===== src/rtl/sfr_pkg.sv =====
package sfr_pkg;

  // fixed field widths
  localparam int unsigned BYTE_W    = 8;
  localparam int unsigned LEN_W     = 4;
  localparam int unsigned CFG_W     = 64;
  localparam int unsigned CNT_W     = 32;
  localparam int unsigned SLOT_MAX  = CFG_W / BYTE_W;
  localparam int unsigned STEP_W    = 5;
  localparam int unsigned CFG_ADR_W = 2;

  // parameter defaults
  localparam int unsigned MAX_PATTERN_DEF     = 8;
  localparam int unsigned MAX_REPLACEMENT_DEF = 8;

  localparam logic [CNT_W-1:0] NO_MATCH  = '1;
  localparam logic [CNT_W-1:0] FIRST_MAX = 32'h7FFF_FFFF;

  typedef enum logic [CFG_ADR_W-1:0] {
    REG_PATTERN     = 2'd0,
    REG_PATTERN_LEN = 2'd1,
    REG_REPL        = 2'd2,
    REG_REPL_LEN    = 2'd3
  } cfg_reg_t;

  // one classified item, handed from front to back
  typedef struct packed {
    logic              evict;
    logic [BYTE_W-1:0] evict_byte;
    logic [CNT_W-1:0]  old_total;
    logic [CNT_W-1:0]  old_first;
    logic [LEN_W-1:0]  repl_cnt;
    logic [LEN_W-1:0]  flush_cnt;
    logic [CFG_W-1:0]  flush_bytes;
    logic [CNT_W-1:0]  new_total;
    logic [CNT_W-1:0]  new_first;
    logic              last;
  } sfr_cmd_t;

  typedef struct packed {
    logic empty;
    logic full;
  } sfr_q_stat_t;

  function automatic logic [LEN_W-1:0] clamp_len(input logic [LEN_W-1:0] v,
                                                 input logic [LEN_W-1:0] lim);
    return (v > lim) ? lim : v;
  endfunction

endpackage


===== src/rtl/sfr_front.sv =====
module sfr_front #(
  parameter int unsigned MAX_PATTERN     = sfr_pkg::MAX_PATTERN_DEF,
  parameter int unsigned MAX_REPLACEMENT = sfr_pkg::MAX_REPLACEMENT_DEF
) (
  input  logic                              clk,
  input  logic                              rst_n,
  input  logic                              take,
  input  logic [sfr_pkg::BYTE_W-1:0]        in_byte,
  input  logic                              in_last,
  input  logic [sfr_pkg::CFG_W-1:0]         pattern_bytes,
  input  logic [sfr_pkg::LEN_W-1:0]         pattern_length,
  input  logic [sfr_pkg::LEN_W-1:0]         replacement_length,
  output sfr_pkg::sfr_cmd_t                 cmd
);

  localparam int unsigned FILL_W = $clog2(MAX_PATTERN + 1);
  localparam int unsigned BW     = sfr_pkg::BYTE_W;
  localparam int unsigned LW     = sfr_pkg::LEN_W;
  localparam int unsigned CW     = sfr_pkg::CNT_W;

  logic [BW-1:0]     window_r [MAX_PATTERN];
  logic [BW-1:0]     win_nxt  [MAX_PATTERN];
  logic [FILL_W-1:0] fill_r;
  logic [CW-1:0]     pos_r;
  logic [CW-1:0]     total_r;
  logic [CW-1:0]     first_r;
  logic [LW-1:0]     len_r;

  logic [LW-1:0]     len;
  logic [LW-1:0]     fill_a;
  logic [LW-1:0]     fill_c;
  logic              evict;
  logic [BW-1:0]     evict_byte;
  logic              same;
  logic              match;
  logic [CW-1:0]     new_total;
  logic [CW-1:0]     new_first;
  logic [CW-1:0]     start_at;
  logic [sfr_pkg::CFG_W-1:0] flush_bytes;

  always_comb begin
    if ((pos_r == '0) && (fill_r == '0)) begin
      len = sfr_pkg::clamp_len(pattern_length, LW'(MAX_PATTERN));
    end else begin
      len = len_r;
    end
    win_nxt    = window_r;
    fill_a     = LW'(fill_r);
    evict      = 1'b0;
    evict_byte = '0;
    same       = 1'b1;
    match      = 1'b0;
    if (len == '0) begin
      evict      = 1'b1;
      evict_byte = in_byte;
    end else begin
      if (fill_a >= len) begin
        evict      = 1'b1;
        evict_byte = window_r[0];
        for (int i = 0; i < int'(MAX_PATTERN) - 1; i++) begin
          win_nxt[i] = window_r[i+1];
        end
        fill_a = fill_a - 1'b1;
      end
      for (int i = 0; i < int'(MAX_PATTERN); i++) begin
        if (LW'(i) == fill_a) begin
          win_nxt[i] = in_byte;
        end
      end
      if (fill_a < LW'(MAX_PATTERN)) begin
        fill_a = fill_a + 1'b1;
      end
      for (int i = 0; i < int'(MAX_PATTERN); i++) begin
        if ((LW'(i) < len) && (win_nxt[i] != pattern_bytes[i*BW +: BW])) begin
          same = 1'b0;
        end
      end
      match = (fill_a == len) && same;
    end

    // counters after this item, used by replacement and flush bytes
    new_total = total_r;
    new_first = first_r;
    start_at  = pos_r + 1'b1 - CW'(len);
    if (match) begin
      if (total_r != '1) begin
        new_total = total_r + 1'b1;
      end
      if (first_r == sfr_pkg::NO_MATCH) begin
        new_first = (start_at > sfr_pkg::FIRST_MAX) ? sfr_pkg::FIRST_MAX : start_at;
      end
    end
    fill_c = match ? '0 : fill_a;

    flush_bytes = '0;
    for (int i = 0; i < int'(MAX_PATTERN); i++) begin
      flush_bytes[i*BW +: BW] = win_nxt[i];
    end

    cmd.evict       = evict;
    cmd.evict_byte  = evict_byte;
    cmd.old_total   = total_r;
    cmd.old_first   = first_r;
    cmd.repl_cnt    = match ? sfr_pkg::clamp_len(replacement_length, LW'(MAX_REPLACEMENT))
                            : '0;
    cmd.flush_cnt   = in_last ? fill_c : '0;
    cmd.flush_bytes = flush_bytes;
    cmd.new_total   = new_total;
    cmd.new_first   = new_first;
    cmd.last        = in_last;
  end

  always_ff @(posedge clk) begin
    if (!rst_n) begin
      fill_r  <= '0;
      pos_r   <= '0;
      total_r <= '0;
      first_r <= sfr_pkg::NO_MATCH;
      len_r   <= '0;
    end else if (take) begin
      len_r <= len;
      if (in_last) begin
        fill_r  <= '0;
        pos_r   <= '0;
        total_r <= '0;
        first_r <= sfr_pkg::NO_MATCH;
      end else begin
        fill_r  <= FILL_W'(fill_c);
        pos_r   <= (pos_r == '1) ? pos_r : pos_r + 1'b1;
        total_r <= new_total;
        first_r <= new_first;
      end
    end
  end

  always_ff @(posedge clk) begin
    if (take) begin
      window_r <= win_nxt;
    end
  end

endmodule


===== src/rtl/sfr_queue.sv =====
module sfr_queue (
  input  logic                  clk,
  input  logic                  rst_n,
  input  logic                  push,
  input  sfr_pkg::sfr_cmd_t     push_cmd,
  input  logic                  pop,
  output sfr_pkg::sfr_cmd_t     head,
  output sfr_pkg::sfr_q_stat_t  stat
);

  sfr_pkg::sfr_cmd_t slot_r [2];
  logic              wr_ptr_r;
  logic              rd_ptr_r;
  logic [1:0]        count_r;

  assign head       = slot_r[rd_ptr_r];
  assign stat.empty = (count_r == 2'd0);
  assign stat.full  = (count_r == 2'd2);

  always_ff @(posedge clk) begin
    if (!rst_n) begin
      wr_ptr_r <= 1'b0;
      rd_ptr_r <= 1'b0;
      count_r  <= 2'd0;
    end else begin
      if (push) begin
        wr_ptr_r <= ~wr_ptr_r;
      end
      if (pop) begin
        rd_ptr_r <= ~rd_ptr_r;
      end
      if (push && !pop) begin
        count_r <= count_r + 2'd1;
      end else if (pop && !push) begin
        count_r <= count_r - 2'd1;
      end
    end
  end

  always_ff @(posedge clk) begin
    if (push) begin
      slot_r[wr_ptr_r] <= push_cmd;
    end
  end

endmodule


===== src/rtl/sfr_back.sv =====
module sfr_back (
  input  logic                           clk,
  input  logic                           rst_n,
  input  sfr_pkg::sfr_cmd_t              head,
  input  sfr_pkg::sfr_q_stat_t           stat,
  input  logic [sfr_pkg::CFG_W-1:0]      replacement_bytes,
  output logic                           pop,
  output logic                           out_valid,
  input  logic                           out_ready,
  output logic [sfr_pkg::BYTE_W-1:0]     out_byte,
  output logic                           has_byte,
  output logic                           end_of_text,
  output logic [sfr_pkg::CNT_W-1:0]      match_total,
  output logic [sfr_pkg::CNT_W-1:0]      first_match_at
);

  localparam int unsigned BW = sfr_pkg::BYTE_W;
  localparam int unsigned SW = sfr_pkg::STEP_W;
  localparam int unsigned CW = sfr_pkg::CNT_W;

  logic [SW-1:0] step_r;
  logic          valid_r;
  logic [BW-1:0] byte_r;
  logic          has_r;
  logic          eot_r;
  logic [CW-1:0] total_r;
  logic [CW-1:0] first_r;

  logic [SW-1:0] count;
  logic [SW-1:0] eff;
  logic [SW-1:0] j;
  logic [SW-1:0] f;
  logic          can_load;
  logic          emit;
  logic          final_step;
  logic [BW-1:0] sel_byte;
  logic          sel_has;
  logic [CW-1:0] sel_total;
  logic [CW-1:0] sel_first;

  always_comb begin
    count = SW'(head.evict) + SW'(head.repl_cnt) + SW'(head.flush_cnt);
    eff   = ((count == '0) && head.last) ? SW'(1) : count;
    can_load   = !valid_r || out_ready;
    final_step = (step_r == eff - 1'b1);
    emit = !stat.empty && (eff != '0) && can_load;
    pop  = !stat.empty && ((eff == '0) || (can_load && final_step));

    j = step_r - SW'(head.evict);
    f = j - SW'(head.repl_cnt);
    sel_byte  = '0;
    sel_has   = 1'b1;
    sel_total = head.new_total;
    sel_first = head.new_first;
    if (count == '0) begin
      sel_has = 1'b0;
    end else if (head.evict && (step_r == '0)) begin
      sel_byte  = head.evict_byte;
      sel_total = head.old_total;
      sel_first = head.old_first;
    end else if (j < SW'(head.repl_cnt)) begin
      for (int s = 0; s < int'(sfr_pkg::SLOT_MAX); s++) begin
        if (j == SW'(s)) begin
          sel_byte = replacement_bytes[s*BW +: BW];
        end
      end
    end else begin
      for (int s = 0; s < int'(sfr_pkg::SLOT_MAX); s++) begin
        if (f == SW'(s)) begin
          sel_byte = head.flush_bytes[s*BW +: BW];
        end
      end
    end
  end

  always_ff @(posedge clk) begin
    if (!rst_n) begin
      step_r  <= '0;
      valid_r <= 1'b0;
    end else begin
      if (pop) begin
        step_r <= '0;
      end else if (emit) begin
        step_r <= step_r + 1'b1;
      end
      if (emit) begin
        valid_r <= 1'b1;
      end else if (out_ready) begin
        valid_r <= 1'b0;
      end
    end
  end

  always_ff @(posedge clk) begin
    if (emit) begin
      byte_r  <= sel_byte;
      has_r   <= sel_has;
      eot_r   <= head.last && final_step;
      total_r <= sel_total;
      first_r <= sel_first;
    end
  end

  assign out_valid      = valid_r;
  assign out_byte       = byte_r;
  assign has_byte       = has_r;
  assign end_of_text    = eot_r;
  assign match_total    = total_r;
  assign first_match_at = first_r;

endmodule


===== src/rtl/substring_find_replace_stream_unit.sv =====
// channel | dir | tdata (low bit up)                              | tuser    | tlast
// in_     | in  | in_byte[7:0]                                    | -        | in_last
// out_    | out | out_byte[7:0], match_total[39:8], first[71:40]  | has_byte | end_of_text
// cfg_    | in  | cfg_addr picks register, cfg_wdata is the value | -        | -
//
// one input byte is taken per cycle while the command queue has room; each byte
// turns into one command that the back end expands into 0..9 output transfers
// at one per cycle while the output is accepted, so throughput is set by the
// back end's output register; a replacement burst stalls the input through the
// two-entry queue. reset (rst_n low, synchronous) clears the window fill,
// counters, queue and output valid; config registers reset to zero
module substring_find_replace_stream_unit #(
  parameter int unsigned MAX_PATTERN     = sfr_pkg::MAX_PATTERN_DEF,
  parameter int unsigned MAX_REPLACEMENT = sfr_pkg::MAX_REPLACEMENT_DEF
) (
  input  logic                                clk,
  input  logic                                rst_n,
  // input stream
  input  logic                                in_tvalid,
  output logic                                in_tready,
  input  logic [7:0]                          in_tdata,   // in_byte[7:0]
  input  logic                                in_tlast,
  // result stream
  output logic                                out_tvalid,
  input  logic                                out_tready,
  output logic [71:0]                         out_tdata,  // out_byte, match_total, first_match_at
  output logic                                out_tuser,  // has_byte
  output logic                                out_tlast,  // end_of_text
  // configuration writes
  input  logic                                cfg_we,
  input  logic [sfr_pkg::CFG_ADR_W-1:0]       cfg_addr,
  input  logic [sfr_pkg::CFG_W-1:0]           cfg_wdata
);

  localparam int unsigned BW = sfr_pkg::BYTE_W;
  localparam int unsigned LW = sfr_pkg::LEN_W;
  localparam int unsigned CW = sfr_pkg::CNT_W;

  // configuration registers
  logic [sfr_pkg::CFG_W-1:0] pattern_r;
  logic [LW-1:0]             pattern_len_r;
  logic [sfr_pkg::CFG_W-1:0] repl_r;
  logic [LW-1:0]             repl_len_r;

  always_ff @(posedge clk) begin
    if (!rst_n) begin
      pattern_r     <= '0;
      pattern_len_r <= '0;
      repl_r        <= '0;
      repl_len_r    <= '0;
    end else if (cfg_we) begin
      unique case (sfr_pkg::cfg_reg_t'(cfg_addr))
        sfr_pkg::REG_PATTERN:     pattern_r     <= cfg_wdata;
        sfr_pkg::REG_PATTERN_LEN: pattern_len_r <= cfg_wdata[LW-1:0];
        sfr_pkg::REG_REPL:        repl_r        <= cfg_wdata;
        sfr_pkg::REG_REPL_LEN:    repl_len_r    <= cfg_wdata[LW-1:0];
        default: ;
      endcase
    end
  end

  sfr_pkg::sfr_cmd_t    front_cmd;
  sfr_pkg::sfr_cmd_t    head_cmd;
  sfr_pkg::sfr_q_stat_t q_stat;
  logic                 take;
  logic                 pop;

  // the input is ready whenever the queue has a free slot
  assign in_tready = !q_stat.full;
  assign take      = in_tvalid && in_tready;

  // front: window, compare, counters; one command per input byte
  sfr_front #(
    .MAX_PATTERN     (MAX_PATTERN),
    .MAX_REPLACEMENT (MAX_REPLACEMENT)
  ) u_front (
    .clk                (clk),
    .rst_n              (rst_n),
    .take               (take),
    .in_byte            (in_tdata),
    .in_last            (in_tlast),
    .pattern_bytes      (pattern_r),
    .pattern_length     (pattern_len_r),
    .replacement_length (repl_len_r),
    .cmd                (front_cmd)
  );

  // decoupling queue between front and back
  sfr_queue u_queue (
    .clk      (clk),
    .rst_n    (rst_n),
    .push     (take),
    .push_cmd (front_cmd),
    .pop      (pop),
    .head     (head_cmd),
    .stat     (q_stat)
  );

  logic [BW-1:0] out_byte;
  logic [CW-1:0] match_total;
  logic [CW-1:0] first_match_at;

  // back: expands each command into output transfers
  sfr_back u_back (
    .clk               (clk),
    .rst_n             (rst_n),
    .head              (head_cmd),
    .stat              (q_stat),
    .replacement_bytes (repl_r),
    .pop               (pop),
    .out_valid         (out_tvalid),
    .out_ready         (out_tready),
    .out_byte          (out_byte),
    .has_byte          (out_tuser),
    .end_of_text       (out_tlast),
    .match_total       (match_total),
    .first_match_at    (first_match_at)
  );

  assign out_tdata = {first_match_at, match_total, out_byte};

endmodule

===== config.mk =====
export PLATFORM = sky130hd
export DESIGN_NAME = substring_find_replace_stream_unit
export DESIGN_NICKNAME = d
export VERILOG_FILES = /design/src/rtl/sfr_pkg.sv /design/src/rtl/sfr_front.sv /design/src/rtl/sfr_queue.sv /design/src/rtl/sfr_back.sv /design/src/rtl/substring_find_replace_stream_unit.sv
export SDC_FILE = /design/constraint.sdc
export NUM_CORES = 1
export LEC_CHECK = 0
export ABC_AREA = 1
export BUFFER_PORTS_ARGS = -buffer_cell sky130_fd_sc_hd__buf_2
export CORE_MARGIN = 5
export CORE_UTILIZATION = 30
export CTS_BUF_LIST = sky130_fd_sc_hd__clkbuf_16
export DETAILED_ROUTE_END_ITERATION = 8
export GPL_TIMING_DRIVEN = 0
export HOLD_SLACK_MARGIN = 0.08
export MAX_ROUTING_LAYER = met4
export PLACE_DENSITY = 0.43
export RECOVER_POWER = 50
export SKIP_LAST_GASP = 1
export SYNTH_ARGS = -nofsm -noshare
export SYNTH_HDL_FRONTEND = slang
export SYNTH_SLANG_ARGS = --single-unit

===== constraint.sdc =====
create_clock -name clk -period 16.22 [get_ports clk]
set_clock_uncertainty 0.05 [all_clocks]
set_input_delay 2.433 -clock clk [delete_from_list [all_inputs] [get_ports clk]]
set_output_delay 2.433 -clock clk [all_outputs]
set_load 0.02 [all_outputs]

==> flow_metrics.env, run 1 <==
export IMPL_status="finished with violations"
export IMPL_violations="capacitance limit, slew limit"
export IMPL_synthTopCellsByArea="edfxtp_1 44%, dfxtp_1 13%, nand2_1 11%"
export IMPL_synth_top_area_cell="edfxtp_1"
export IMPL_fin_crit_ns=8.37
export IMPL_grt_pass1_vias=28700
export IMPL_post_place_ws_ns=8.78
export IMPL_max_stage_delay_ns=1.80
export IMPL_root_buffer="clkbuf_16"
export IMPL_ys_ff_latch=809
export IMPL_syn_num_nets=4272
export IMPL_post_cts_setup_buffers=0
export IMPL_vias_per_cell=4.86
export IMPL_syn_area_um2=38400
export IMPL_path_cells="buf_2 > nand2_1 > clkbuf_1 > nor2_1 > clkbuf_1 > clkbuf_1 > clkbuf_1"
export IMPL_diodes=0
export IMPL_initial_core_util=0.301
export IMPL_cts_buffers=95
export IMPL_io_pins=156
export IMPL_synth_edff_count=558
export IMPL_h_tree_depth=3
export IMPL_wl_per_cell_um=21.1
export IMPL_numPortBuffers=154
export IMPL_clock_sinks=809
export IMPL_worstSetupPathType="in -> reg"
export IMPL_avgSynthCellArea_um2=9.22
export IMPL_dp_cells=6000
export IMPL_yosysSeqAreaShare=0.567
export IMPL_final_cell_count_no_fill=6179
export IMPL_ff2ff_setup_slack_ns=8.83
export IMPL_critPathArrivalTime_ns=8.57
export IMPL_clockBufferDepth=3
export IMPL_yosys_warnings=0
export IMPL_crit_fanout=29
export IMPL_min_delay_start="repl_r[49]"
export IMPL_insertion_delay_ns=0.68
export IMPL_dp_hpwl_mm=99.6
export IMPL_cp_start_kind="input port"
export IMPL_die_width_um=368
export IMPL_rsz0062_at_grt="false"
export IMPL_crit_required_ns=16.41
export IMPL_place_gp_congestion=0.928
export IMPL_startpoint="in_tvalid"
export IMPL_grt_pass1_wl_mm=191
export IMPL_grt_overflow_total=0
export IMPL_synth_common_cells="1089 x nand2_1, 558 x edfxtp_1, 378 x inv_1, 282 x o21ai_0, 258 x nand3_1"
export IMPL_rows=131
export IMPL_fmax_mhz=119
export IMPL_gr_usage_all_layers=0.193
export IMPL_cts_resized_gates=0
export IMPL_finalSetupViolCount=0
export IMPL_cts_tree="built"
export IMPL_antenna_found_initial=1
export IMPL_finalWorstSetupSlack_ns=7.85
export IMPL_hold_viol_final=0
export IMPL_synth_cell_types=54
export IMPL_critical_path_top_delay_family="buffers and inverters"
export IMPL_worstMarginPinSlew_ns=4.08
export IMPL_relSlewSlack=-1.72
export IMPL_critPathSlowestCell="nor2_1"
export IMPL_crit_top_cell="clkbuf_1"
export IMPL_dieHeight_um=368
export IMPL_area_growth_synth_to_final_pct=15.3
export IMPL_vias=30000
export IMPL_whs_ns=0.393
export IMPL_coreArea_um2=127000
export IMPL_dr_pass1_iters=7
export IMPL_cap_violations=10
export IMPL_hold_buffers=0
export IMPL_cp_end_kind="register"
export IMPL_drc=0
export IMPL_synth_most_common_cell="nand2_1"
export IMPL_grt_max_degree=65
export IMPL_die_area_um2=135000
export IMPL_synth_flop_cell="edfxtp_1"
export IMPL_synth_top_area_frac=0.436
export IMPL_netlist_instances=4166
export IMPL_synthArstFlopShare=0
export IMPL_drive_gt1_frac=0.0755
export IMPL_finalCritPeriodShare=0.516
export IMPL_final_max_slew_violation_count=317
export IMPL_drt_wl_total_mm=130
export IMPL_ant_nets=0
export IMPL_worst_path_buf_inv=5
export IMPL_first_iter_violations=2343
export IMPL_nFillCells=13100
export IMPL_nets=4542
export IMPL_path_clk_slew_ns=0.05
export IMPL_min_path_type="reg -> reg"
-- logic make-up (layout without fill, tap and decap cells) --
group | count (synthesis) | count (layout) | synth area share
AOI/OAI and AO/OA | 631 | 631 | 0.0882
xor gates and xnor gates | 67 | 67 | 0.0153
adders and majority gates | 26 | 26 | 0.00906
buffers and inverters | 596 | 947 | 0.0627
DFF | 809 | 809 | 0.567
muxes | 209 | 209 | 0.0545
and+or+nand+nor | 1828 | 1828 | 0.203
-- sequential cells by signal, indices dropped and copies added, names as in the netlist, 8 cells and up, named ones only --
register               count
pattern_r                 64
u_front.pos_r             32
u_back.out_byte            8
u_front.window_r          64
u_back.first_match_at     32
u_front.total_r           32
u_front.first_r           32
u_back.match_total        32
u_queue.slot_r           420
repl_r                    64
-- worst min-delay path: cells and delay by family, from the launching register on --
| family | cells | cell delay [ns] |
|---|---|---|
| flip-flops | 1 | 0.31 |
| buffers and inverters | 1 | 0.05 |
| AO/OA/AOI/OAI | 1 | 0.05 |
-- final timing paths --
path                            depth (start not counted)                endpoint
worst max-delay path                                    7  u_queue.slot_r[1][177]
worst min-delay path                                    2              repl_r[49]
worst max register to register                         21      u_back.out_byte[6]
worst min register to register                          2              repl_r[49]
-- layout by cell type (no fill, tap or decap), drive strengths merged, types with 66 or more instances in the layout --
cell / n
nor2: 264
clkbuf: 319
nand3: 260
o21ai: 290
a21oi: 253
dfxtp: 251
nand4: 66
nand2: 1107
buf: 147
mux2i: 209
inv: 423
edfxtp: 558
-- per-stage QoR --
step	instance area (um2)	util	setup TNS [ns]
floorplan	38400	-	0
CTS	44700	0.351	0
global route	44300	0.348	0
detailed placement	41700	0.327	0
finish	44300	0.348	0
global placement	41200	0.324	-1421.34
-- routing by layer --
layer,track usage,part of all wire,routed length (um),up-vias
met3,0.0257,0.052,6770,168
met4,0.0528,0.024,3190,0
met5,-,0,0,-
met2,0.287,0.43,56400,829
met1,0.278,0.49,64000,14300
li1,-,-,-,14700
-- final cells by class --
type / instances / area [um2] / share of cell area
buffer: 194 / 898 / 0.0203
clock buffer: 99 / 2480 / 0.0560
clock inverter: 79 / 519 / 0.0117
inverter: 402 / 1510 / 0.0341
multi-input combinational: 2761 / 14200 / 0.321
sequential: 809 / 21800 / 0.492
tap: 1662 / 2080 / 0.0470
timing repair buffer: 173 / 800 / 0.0181
Power of run 1 is left out: the tool's default activity adds up to more than one toggle a clock period on the data nets, which glitch-free logic cannot reach.
==> inputs of run 2 (changes only) <==
==> constraint.sdc (replaced) <==
create_clock -name clk -period 8 [get_ports clk]
set_clock_uncertainty 0.05 [all_clocks]
set_input_delay 1.2 -clock clk [delete_from_list [all_inputs] [get_ports clk]]
set_output_delay 1.2 -clock clk [all_outputs]
set_load 0.02 [all_outputs]
==> run 2 against run 1 <==
Net effect:
- the flow still finishes with violations (capacitance limit, slew limit)
- register-to-register slack got worse by 8.5 ns
- utilization about the same
- sequential share of layout area about the same
- worst hold slack improved by 0.0030 ns
- final area is essentially flat
- critical endpoint is now u_back.out_byte[4]
- highest routed layer unchanged
==> flow_metrics.env, run 2 (synthesis results as in run 1) <==
export IMPL_grt_pass1_wl_mm=192
export IMPL_finalSetupViolCount=0
export IMPL_dr_pass1_iters=6
export IMPL_clockBufferDepth=3
export IMPL_finalInstanceArea_um2=44300
export IMPL_relSlewSlack=-1.69
export IMPL_largest_reg_flops=420
export IMPL_path_cells="clkbuf_1 > clkbuf_1 > clkbuf_1 > o21ai_0 > ha_1 > nand2_1 > nand2_1 > a31oi_1 > xor2_1 > nand2_1 > nor2_1 > clkbuf_1 > a31oi_1 > nor4_1 > o2111ai_1 > a211oi_1 > a311oi_1"
export IMPL_post_cts_setup_buffers=0
export IMPL_die_area_um2=135000
export IMPL_antenna_found_initial=5
export IMPL_insertion_delay_ns=0.72
export IMPL_most_common_layout_cells="1089 x nand2_1, 558 x edfxtp_1, 404 x inv_1"
export IMPL_violations="capacitance limit, slew limit"
export IMPL_whs_ns=0.396
export IMPL_hold_viol_final=0
export IMPL_io_pins=156
export IMPL_rsz0062_at_grt="false"
export IMPL_numPortBuffers=154
export IMPL_wl_per_cell_um=21.3
export IMPL_place_gp_congestion=0.924
export IMPL_cts_buffers=94
export IMPL_area_growth_synth_to_final_pct=15.4
export IMPL_ant_nets=0
export IMPL_worstMarginPinSlew_ns=4.04
export IMPL_cts_tree="built"
export IMPL_drt_wl_total_mm=131
export IMPL_final_max_slew_violation_count=369
export IMPL_dp_hpwl_mm=99.6
export IMPL_initial_core_util=0.301
export IMPL_min_path_type="reg -> reg"
export IMPL_fin_tns_setup_ns=0
export IMPL_max_stage_delay_ns=1.02
export IMPL_root_buffer="clkbuf_16"
export IMPL_cp_end_kind="register"
export IMPL_fmax_mhz=130
export IMPL_gr_usage_all_layers=0.195
export IMPL_first_iter_violations=2502
export IMPL_grt_pass1_vias=28700
export IMPL_grt_overflow_total=0
export IMPL_clock_sinks=809
export IMPL_rows=131
export IMPL_worstSetupPathType="reg -> reg"
export IMPL_coreArea_um2=127000
export IMPL_vias=30100
export IMPL_final_common_cell="nand2_1"
export IMPL_cap_violations=12
export IMPL_dieHeight_um=368
export IMPL_crit_top_cell="clkbuf_1"
export IMPL_h_tree_depth=3
export IMPL_cts_resized_gates=0
export IMPL_critPathSlowestCell="clkbuf_1"
export IMPL_path_clk_slew_ns=0.07
export IMPL_finalCritPeriodShare=0.959
export IMPL_top_register="u_queue.slot_r"
export IMPL_crit_fanout=10
export IMPL_critPathArrivalTime_ns=8.04
export IMPL_status="finished with violations"
export IMPL_crit_required_ns=8.37
export IMPL_vias_per_cell=4.87
export IMPL_nets=4541
export IMPL_drive_gt1_frac=0.0773
export IMPL_die_width_um=368
export IMPL_nFillCells=13200
export IMPL_cp_start_kind="register"
export IMPL_hold_buffers=0
export IMPL_grt_max_degree=65
export IMPL_place_area_um2=41600
export IMPL_fin_crit_ns=7.67
export IMPL_drc=0
run 2: layer usage:
layer | global-route usage | vias up | part of all wire | routed length, um
met2 | 0.288 | 793 | 0.43 | 56400
met5 | - | - | 0 | 0
met3 | 0.0337 | 163 | 0.058 | 7650
met4 | 0.0565 | 0 | 0.027 | 3540
met1 | 0.277 | 14400 | 0.49 | 63800
li1 | - | 14700 | - | -
run 2: cell type report:
| cell class | count | area, um2 | area share |
|---|---|---|---|
| Clock inverter | 83 | 617 | 0.0139 |
| Sequential cell | 809 | 21800 | 0.492 |
| Timing Repair Buffer | 173 | 816 | 0.0184 |
| Buffer | 194 | 898 | 0.0203 |
| Tap cell | 1662 | 2080 | 0.0469 |
| Inverter | 402 | 1510 | 0.0341 |
| Clock buffer | 95 | 2380 | 0.0537 |
| Multi-Input combinational cell | 2761 | 14200 | 0.321 |
| Antenna cell | 2 | 5.00 | 0.000113 |
run 2: stage by stage:
stage,utilization,worst slack (ns),cells
final,0.348,0.328,6181
after CTS,0.351,0.488,6178
after global placement,0.324,-4.44,5982
after floorplan,-,0.337,4166
after detailed placement,0.327,0.501,6000
after global routing,0.348,0.0440,6181
run 2: final timing paths:
path | start | to | slack (ns) | cells after the start
setup reg to reg | register | u_back.out_byte[4] | 0.33 | 17
hold reg to reg | repl_r[49] | repl_r[49] | 0.40 | 2
hold / removal | repl_r[49] | repl_r[49] | 0.40 | 2
setup / recovery | register | u_back.out_byte[4] | 0.33 | 17
run 2: worst max-delay path, delay by kind of cell (launching register included):
family / cells / cell delay, ns
flip-flops: 1 / 0.56
adder cells (fa/ha/maj): 1 / 0.41
AND/OR/NAND/NOR: 5 / 1.69
buffers and inverters: 4 / 2.61
XOR/XNOR: 1 / 0.59
AO/OA/AOI/OAI: 6 / 1.44
Power of run 2 is left out for the same reason.
